===== src/rtl/qslerp_pkg.sv =====
// shared types, widths and constants of the quaternion slerp pipeline
package qslerp_pkg;

  localparam int unsigned NumComp    = 4;
  localparam int unsigned NumLevels  = 16;   // one level per fraction bit
  localparam int unsigned CompW      = 16;   // q1.15 component
  localparam int unsigned QnW        = 17;   // component after negation, holds +1.0
  localparam int unsigned FracW      = 17;   // q1.16 fraction, 65536 is 1.0
  localparam int unsigned TbW        = 16;   // fraction bits walked by the levels
  localparam int unsigned ProdW      = 32;   // component product, q2.30
  localparam int unsigned DotW       = 34;   // sum of four products
  localparam int unsigned GW         = 32;   // 1 + cosine term, q.30
  localparam int unsigned DivShift   = 29;
  localparam int unsigned RootArgW   = GW + DivShift;      // square root radicand
  localparam int unsigned SqrtSteps  = (RootArgW + 1) / 2;
  localparam int unsigned HW         = 31;   // half-angle cosine, up to 1.0 in q.30
  localparam int unsigned WeightW    = 33;   // weight, up to 4.0 in q.30
  localparam int unsigned QuoW       = WeightW + 1;
  localparam int unsigned DivSteps   = QuoW;
  localparam int unsigned RemW       = QuoW + DivShift + 1;
  localparam int unsigned MulW       = WeightW + 1 + QnW;  // weight times component
  localparam int unsigned AccW       = MulW + 1;
  localparam int unsigned OutShift   = 30;

  localparam int unsigned CfgIdxW    = 2;
  localparam int unsigned CfgDataW   = 8;
  localparam int unsigned ThrW       = 8;
  localparam int unsigned OutDepthDef = 2;

  localparam logic [CfgIdxW-1:0] CfgAdjustSign      = 2'd0;
  localparam logic [CfgIdxW-1:0] CfgLinearThreshold = 2'd1;

  localparam logic [FracW-1:0]   FracOne    = 17'h10000;
  localparam logic [WeightW-1:0] WeightOne  = 33'h0_4000_0000;
  localparam logic [WeightW-1:0] WeightMax  = 33'h1_0000_0000;
  localparam logic [GW-1:0]      GOne       = 32'h4000_0000;

  typedef logic signed [CompW-1:0] comp_t;
  typedef logic signed [QnW-1:0]   qn_t;
  typedef logic [WeightW-1:0]      weight_t;

  typedef struct packed {
    logic            adjust_sign;
    logic [ThrW-1:0] linear_threshold;
  } cfg_t;

  typedef struct packed {
    comp_t [NumComp-1:0] p;
    qn_t   [NumComp-1:0] q;
    logic  [FracW-1:0]   frac;
    logic  [TbW-1:0]     tb;
    logic                slerp;
    logic  [GW-1:0]      g;
    weight_t             ap;
    weight_t             aq;
    weight_t             bp;
    weight_t             bq;
  } item_t;

  typedef struct packed {
    item_t               item;
    logic [RootArgW-1:0] v;
    logic [RootArgW-1:0] r;
  } sqrt_t;

  typedef struct packed {
    item_t           item;
    logic [HW-1:0]   h;
    logic [RemW-1:0] remp;
    logic [RemW-1:0] remq;
    logic [QuoW-1:0] quop;
    logic [QuoW-1:0] quoq;
  } div_t;

endpackage


===== src/rtl/qslerp_front.sv =====
// front stages: component products, dot product, sign flip, clamp and path choice
module qslerp_front (
  input  logic                                           clk_i,
  input  logic                                           rst_ni,
  input  logic                                           en_i,
  input  logic                                           vld_i,
  input  qslerp_pkg::comp_t [qslerp_pkg::NumComp-1:0]    p_i,
  input  qslerp_pkg::comp_t [qslerp_pkg::NumComp-1:0]    q_i,
  input  logic [qslerp_pkg::FracW-1:0]                   frac_i,
  input  qslerp_pkg::cfg_t                               cfg_i,
  output logic                                           vld_o,
  output qslerp_pkg::item_t                              item_o
);

  localparam int unsigned N     = qslerp_pkg::NumComp;
  localparam int unsigned DotW  = qslerp_pkg::DotW;
  localparam int unsigned ProdW = qslerp_pkg::ProdW;
  localparam int unsigned GW    = qslerp_pkg::GW;
  localparam logic signed [DotW-1:0] DotOne = DotW'(1) << 30;

  logic                                 vld1_q;
  logic signed [ProdW-1:0]              prod_q [N];
  qslerp_pkg::comp_t [N-1:0]            p1_q;
  qslerp_pkg::comp_t [N-1:0]            q1_q;
  logic [qslerp_pkg::FracW-1:0]         frac1_q;

  logic                                 vld2_q;
  qslerp_pkg::item_t                    item_d;
  qslerp_pkg::item_t                    item_q;

  logic signed [DotW-1:0] dot;
  logic signed [DotW-1:0] dot_adj;
  logic signed [DotW-1:0] dot_clamp;
  logic signed [DotW-1:0] omc;
  logic signed [DotW-1:0] gsum;
  logic                   neg;

  // stage one: four products, fraction clipped to 1.0
  always_ff @(posedge clk_i) begin
    if (en_i) begin
      for (int i = 0; i < N; i++) begin
        prod_q[i] <= $signed(p_i[i]) * $signed(q_i[i]);
      end
      p1_q    <= p_i;
      q1_q    <= q_i;
      frac1_q <= (frac_i > qslerp_pkg::FracOne) ? qslerp_pkg::FracOne : frac_i;
    end
  end

  // stage two: cosine, shortest path flip, clamp, linear or slerp
  always_comb begin
    dot = DotW'(prod_q[0]) + DotW'(prod_q[1]) + DotW'(prod_q[2]) + DotW'(prod_q[3]);
    neg = cfg_i.adjust_sign && dot[DotW-1];
    dot_adj = neg ? -dot : dot;
    if (dot_adj > DotOne) begin
      dot_clamp = DotOne;
    end else if (dot_adj < -DotOne) begin
      dot_clamp = -DotOne;
    end else begin
      dot_clamp = dot_adj;
    end
    omc  = DotOne - dot_clamp;
    gsum = dot_clamp + DotOne;

    item_d.p     = p1_q;
    for (int i = 0; i < N; i++) begin
      item_d.q[i] = neg ? -qslerp_pkg::QnW'($signed(q1_q[i]))
                        : qslerp_pkg::QnW'($signed(q1_q[i]));
    end
    item_d.frac  = frac1_q;
    item_d.tb    = frac1_q[qslerp_pkg::TbW-1:0];
    item_d.slerp = omc[GW-1:0] > GW'({cfg_i.linear_threshold, 15'b0});
    item_d.g     = gsum[GW-1:0];
    item_d.ap    = qslerp_pkg::WeightOne;
    item_d.aq    = '0;
    item_d.bp    = '0;
    item_d.bq    = qslerp_pkg::WeightOne;
  end

  always_ff @(posedge clk_i) begin
    if (en_i) begin
      item_q <= item_d;
    end
  end

  always_ff @(posedge clk_i or negedge rst_ni) begin
    if (!rst_ni) begin
      vld1_q <= 1'b0;
      vld2_q <= 1'b0;
    end else if (en_i) begin
      vld1_q <= vld_i;
      vld2_q <= vld1_q;
    end
  end

  assign vld_o  = vld2_q;
  assign item_o = item_q;

endmodule


===== config.mk =====
export PLATFORM = sky130hd
export DESIGN_NAME = qslerp_front
export DESIGN_NICKNAME = d
export VERILOG_FILES = /design/src/rtl/qslerp_pkg.sv /design/src/rtl/qslerp_front.sv
export SDC_FILE = /design/constraint.sdc
export NUM_CORES = 2
export LEC_CHECK = 0
export ABC_AREA = 1
export ABC_CLOCK_PERIOD_IN_PS = 7650
export BUFFER_PORTS_ARGS = -buffer_cell sky130_fd_sc_hd__buf_2
export CAP_MARGIN = 40
export CORE_MARGIN = 4
export CORE_UTILIZATION = 45
export DETAILED_ROUTE_END_ITERATION = 12
export HOLD_SLACK_MARGIN = 0.15
export PLACE_DENSITY_LB_ADDON = 0.1
export SLEW_MARGIN = 20
export SYNTH_ARGS = -nofsm -noshare
export SYNTH_HDL_FRONTEND = slang
export SYNTH_SLANG_ARGS = --single-unit

===== constraint.sdc =====
create_clock -name clk_i -period 7.65 [get_ports clk_i]
set_input_delay 0.765 -clock clk_i [delete_from_list [all_inputs] [get_ports clk_i]]
set_output_delay 0.765 -clock clk_i [all_outputs]
set_load 0.01 [all_outputs]

# == Yosys cells after proc, flatten, opt, wreduce, memory -nomap -nowiden ==
# Memory sizes are Yosys's and may differ from the RTL's.
# Index checks and enable logic that the tools add are counted.
# totals
reg_bits,345
ram_bits,128
input_bits,158
output_inout_bits,331
wordCells,52
n_memories,1
# classes
n_addsub,10
mul,4
magnitude_cmp,4
mux,9
reduce_logical,1
# memory_table
memory,depth,word_bits,read_ports,rd_ports_with_merged_regs,wr,line_no,rtl
prod_q,4,32,4,0,4,qslerp_front.sv:22,logic signed [ProdW-1:0] prod_q [N];
# ops
op,n
16-bit by 16-bit multiplier with 32-bit output,4
17-bit 2-to-1 mux,4
16-bit negation with 17-bit output,4
32-bit 2-to-1 mux,2
33-bit by 32-bit adder with 34-bit output,1
34-bit by 32-bit adder with 34-bit output,1
34-bit by 32-bit > comparator with 1-bit output (second input constant),1
34-bit by 31-bit less-than comparator with 1-bit output (second input constant),1
34-bit 2-to-1 mux,1
34-bit negation,1
32-bit by 32-bit adder with 33-bit output,1
32-bit adder (second input constant),1
32-bit by 23-bit > comparator with 1-bit output,1
32-bit subtractor (first input constant),1
17-bit > comparator (second input constant),1
1-bit 2-to-1 mux,2
1-bit logical AND,1

# == Logic depth before layout (Yosys ltp) ==
# An unclocked memory read counts as a cell.
# depth
word_depth,11
ltp_mapped,47
mapped_depth_nobuf,46

# == Worst setup path after synthesis ==
# Ideal clock, no wire load.
# synth_path
kind,input-to-reg
start,in q_i[20] (netlist bit)
end,mem prod_q[1][31] (data pin)
setup_ns,0.260
arrival_time_ns,6.931
t_required_ns,7.390
path_slack_ns,0.458
cell_stages,30
path_buffers,2
path_cell_list,clkbuf_1 -> clkbuf_1 -> nand2_1 -> fa_1 -> fa_1 -> inv_1 -> ha_1 -> inv_1 -> fa_1 -> fa_1 -> fa_1 -> inv_1 -> ha_1 -> nand2_1 -> o21ai_0 -> a21oi_1 -> o21bai_1 -> a21o_1 -> a21oi_1 -> o21ai_0 -> a21boi_0 -> o21ai_0 -> a21boi_0 -> o21ai_0 -> a21oi_1 -> o21ai_0 -> a21oi_1 -> nor2_1 -> nor2_1 -> xor2_1
# synth_rtl
item,line_no,rtl
from (decl),qslerp_front.sv:8,"input qslerp_pkg::comp_t [qslerp_pkg::NumComp-1:0] q_i,"
to (decl),qslerp_front.sv:22,

==> metrics.md <==
| Metric | Value |
|---|---|
| Worst EP required | 8060 ps |
| FF+latch area | 0.0137 mm^2 |
| Initial DRC Count | 2367 |
| Post-synth EDFFs | 455 |
| Die Area | 0.144 mm^2 |
| Final Wtd Congestion | 0.891 |
| WL final | 162000 um |
| DRC | 0 |
| Max Slew Vio Count | 0 |
| Total GRT Usage | 23.1% |
| Core region area | 0.137 mm^2 |
| Area Overhead vs Synth | 8.33% |
| Library cells used by synthesis | 46 |
| Min Clock Period, post-route | 7000 ps |
| Worst path arrival time | 7410 ps |
| Syn_area_per_cell | 9.03 um^2 |
| Slowest CP cell | fa_1 |
| Top FF cell, synth | edfxtp_1 |
| Vias | 43100 |
| CTS tree | done |
| Commonest cells after routing, fill and taps aside | 1927 x inv_1, 1522 x nand2_1, 1113 x fa_1 |
| Max-Cap Viols | 0 |
| Htree depth | 2 |
| Clock transition at path regs | 60 ps |
| Syn. warnings | 0 |
| Setup Buffers After CTS | 0 |
| GRT overflow | 0 |
| FF-to-FF Start | prod_q[0][1] |
| Measured slew at the worst slew-check pin | 1110 ps |
| Initial antenna violation count | 4 |
| Port Buf Inserts | 356 |
| Fin. Hold Viols | 0 |
| Initial core utilization | 45.3% |
| Setup total negative slack | 0 ps |
| First-pass GRT wire length | 261000 um |
| Rel. slew slack | 25.7% |
| Post-route antenna net violation count | 0 |
| Synth Register Bits | 457 |
| Pin count of the biggest net entering global routing | 149 |
| Hold_sp | q_i[63] |
| Max Clk Rate | 143 MHz |
| R2R depth | 43 |
| Crit path max fanout | 12 |
| Crit path launch type | input pin |
| Fill cell count | 13200 |
| Final Cycle Share | 91.5% |
| Root buf cell | clkbuf_16 |
| Max incr delay on CP | 540 ps |
| Count of final setup violators | 0 |
| Worst skew pair latency | 670 ps |
| Multi-input logic area | 0.0397 mm^2 |
| DRT Pass-1 Iters | 5 |
| FFs w/ async S/R, synth | 0.438% |
| Reg2reg end | item_o[164] |
| Die W | 380 um |
| Nets | 8821 |
| Mapped cell area | 0.0623 mm^2 |
| Sequential element share of the synthesized area | 22.0% |
| CP Class | in2reg |
| Setup Skew | 34.1 ps |
| Half-perimeter wire length after placement | 135000 um |
| Share of layout cells above drive strength 1 | 9.57% |
| # IOs | 489 |
| TritonCTS Buffers | 54 |
| Path category of the worst min-delay check | in2reg |
| WL/cell | 18.0 um |
| RSZ-0062 raised after global routing | false |
| Vias per cell | 4.79 |
| Commonest non-fill, non-tap cell in the layout | inv_1 |
| Clock sinks | 457 |
| Post-Synthesis Cells | 6902 |
| Vias in the first global route | 46400 |
| Die Y | 380 um |
| Worst Setup EP | prod_q[1][31] |
| Maximum clock insertion buffer count | 3 |
| R2R setup slack | 800 ps |
| Worst Setup SP | q_i[17] |
| Rows | 136 |
| CP endpoint kind | flip-flop |
| Status | finished clean |
[flip-flops by register name (all words and copies together), names as in the netlist]
signal,count
item_o,182
prod_q,128
vld_o,1
q1_q,64
item_d,64
vld1_q,1
frac1_q,17
[kinds of logic (layout without fill, tap and decap cells)]
logic type / count (synthesis) / count (layout) / share of synthesized area [%]
buf+inv: 2327 / 2513 / 15.0
xor+xnor: 227 / 227 / 3.19
flops: 457 / 457 / 22.0
compound gates: 305 / 305 / 2.71
simple gates: 2097 / 2097 / 13.8
other cells: 2 / 133 / 0.0121
fa+ha+maj: 1487 / 1487 / 43.3
[worst max-delay path: cells and delay by family]
family / cells / cell delay (ps)
xor+xnor: 1 / 130
buf+inv: 6 / 490
simple gates: 4 / 300
compound gates: 13 / 2660
fa+ha+maj: 7 / 3060
[Yosys cell counts, types with 4 or more instances]
cell      instances  area, um^2
nand4_1          24         150
o21ai_2           6        52.6
buf_6             4        45.0
o21ai_0          61         305
o21ai_1          30         150
o21bai_1         10        75.1
nand3_1         132         661
nand2_1        1523        5720
inv_1          1927        7230
buf_4           152        1140
o31ai_1           4        30.0
inv_2            34         128
xnor2_1          68         596
a21oi_1         156         781
nor2_4            7        78.8
or2_2            58         363
a211oi_1          4        30.0
nor4_1            8        50.1
clkbuf_1        201         754
buf_2             6        30.0
nor2_1          247         927
edfxtp_1        455       13700
nor3_1           39         195
nand3b_1          9        67.6
o211ai_1          4        30.0
a31oi_1          11        68.8
xor2_1          159        1390
and2_1            4        25.0
nor2_2           13        81.3
fa_1           1113       22300
nand3_2          12         120
a21o_1           12        90.1
nand2_2          16         100
ha_1            374        4680
[metrics by stage]
step	util [%]	worst slack (ps)	cells	hold slack [ps]	cell area, um^2
6_report	49.1	650	9013	304	67500
3_5_place_dp	47.7	83.6	8910	405	65600
4_1_cts	49.1	749	9009	245	67500
5_1_grt	49.1	72.2	9012	259	67500
2_1_floorplan	-	458	7032	400	62800
3_3_place_gp	47.7	132	8906	400	65600
[per-layer routing]
metal  track usage, %  wire (um)
met1             30.9      70000
met2             40.4      80500
met5                0          0
met4             5.21       3940
met3             2.99       8040
[cell type report]
class,instances,share of cell area (%)
multi-input combinational,4248,58.9
sequential,457,20.3
inverter,1964,10.9
timing repair buffer,451,3.80
tap,1794,3.33
clock buffer,59,2.03
clock inverter,39,0.712
antenna,1,0.00371
[worst min path at each step]
stage,to,slack [ps],cells after the start
floorplan,item_o[181],400,0
CTS,q1_q[63],250,1
detailed placement,item_o[196],400,0
global route,q1_q[63],260,1
finish,q1_q[63],300,1
global placement,item_o[319],400,0
[timing repair]
item                                    4_1_cts  5_1_grt
hold buffers                                  1        0
endpoints found under the setup margin        0        0
resized for setup                             0        0
hold endpoints to repair                      2        0
Power is left out: the tool's default activity adds up to more than one toggle a clock period on the data nets, which glitch-free logic cannot reach.
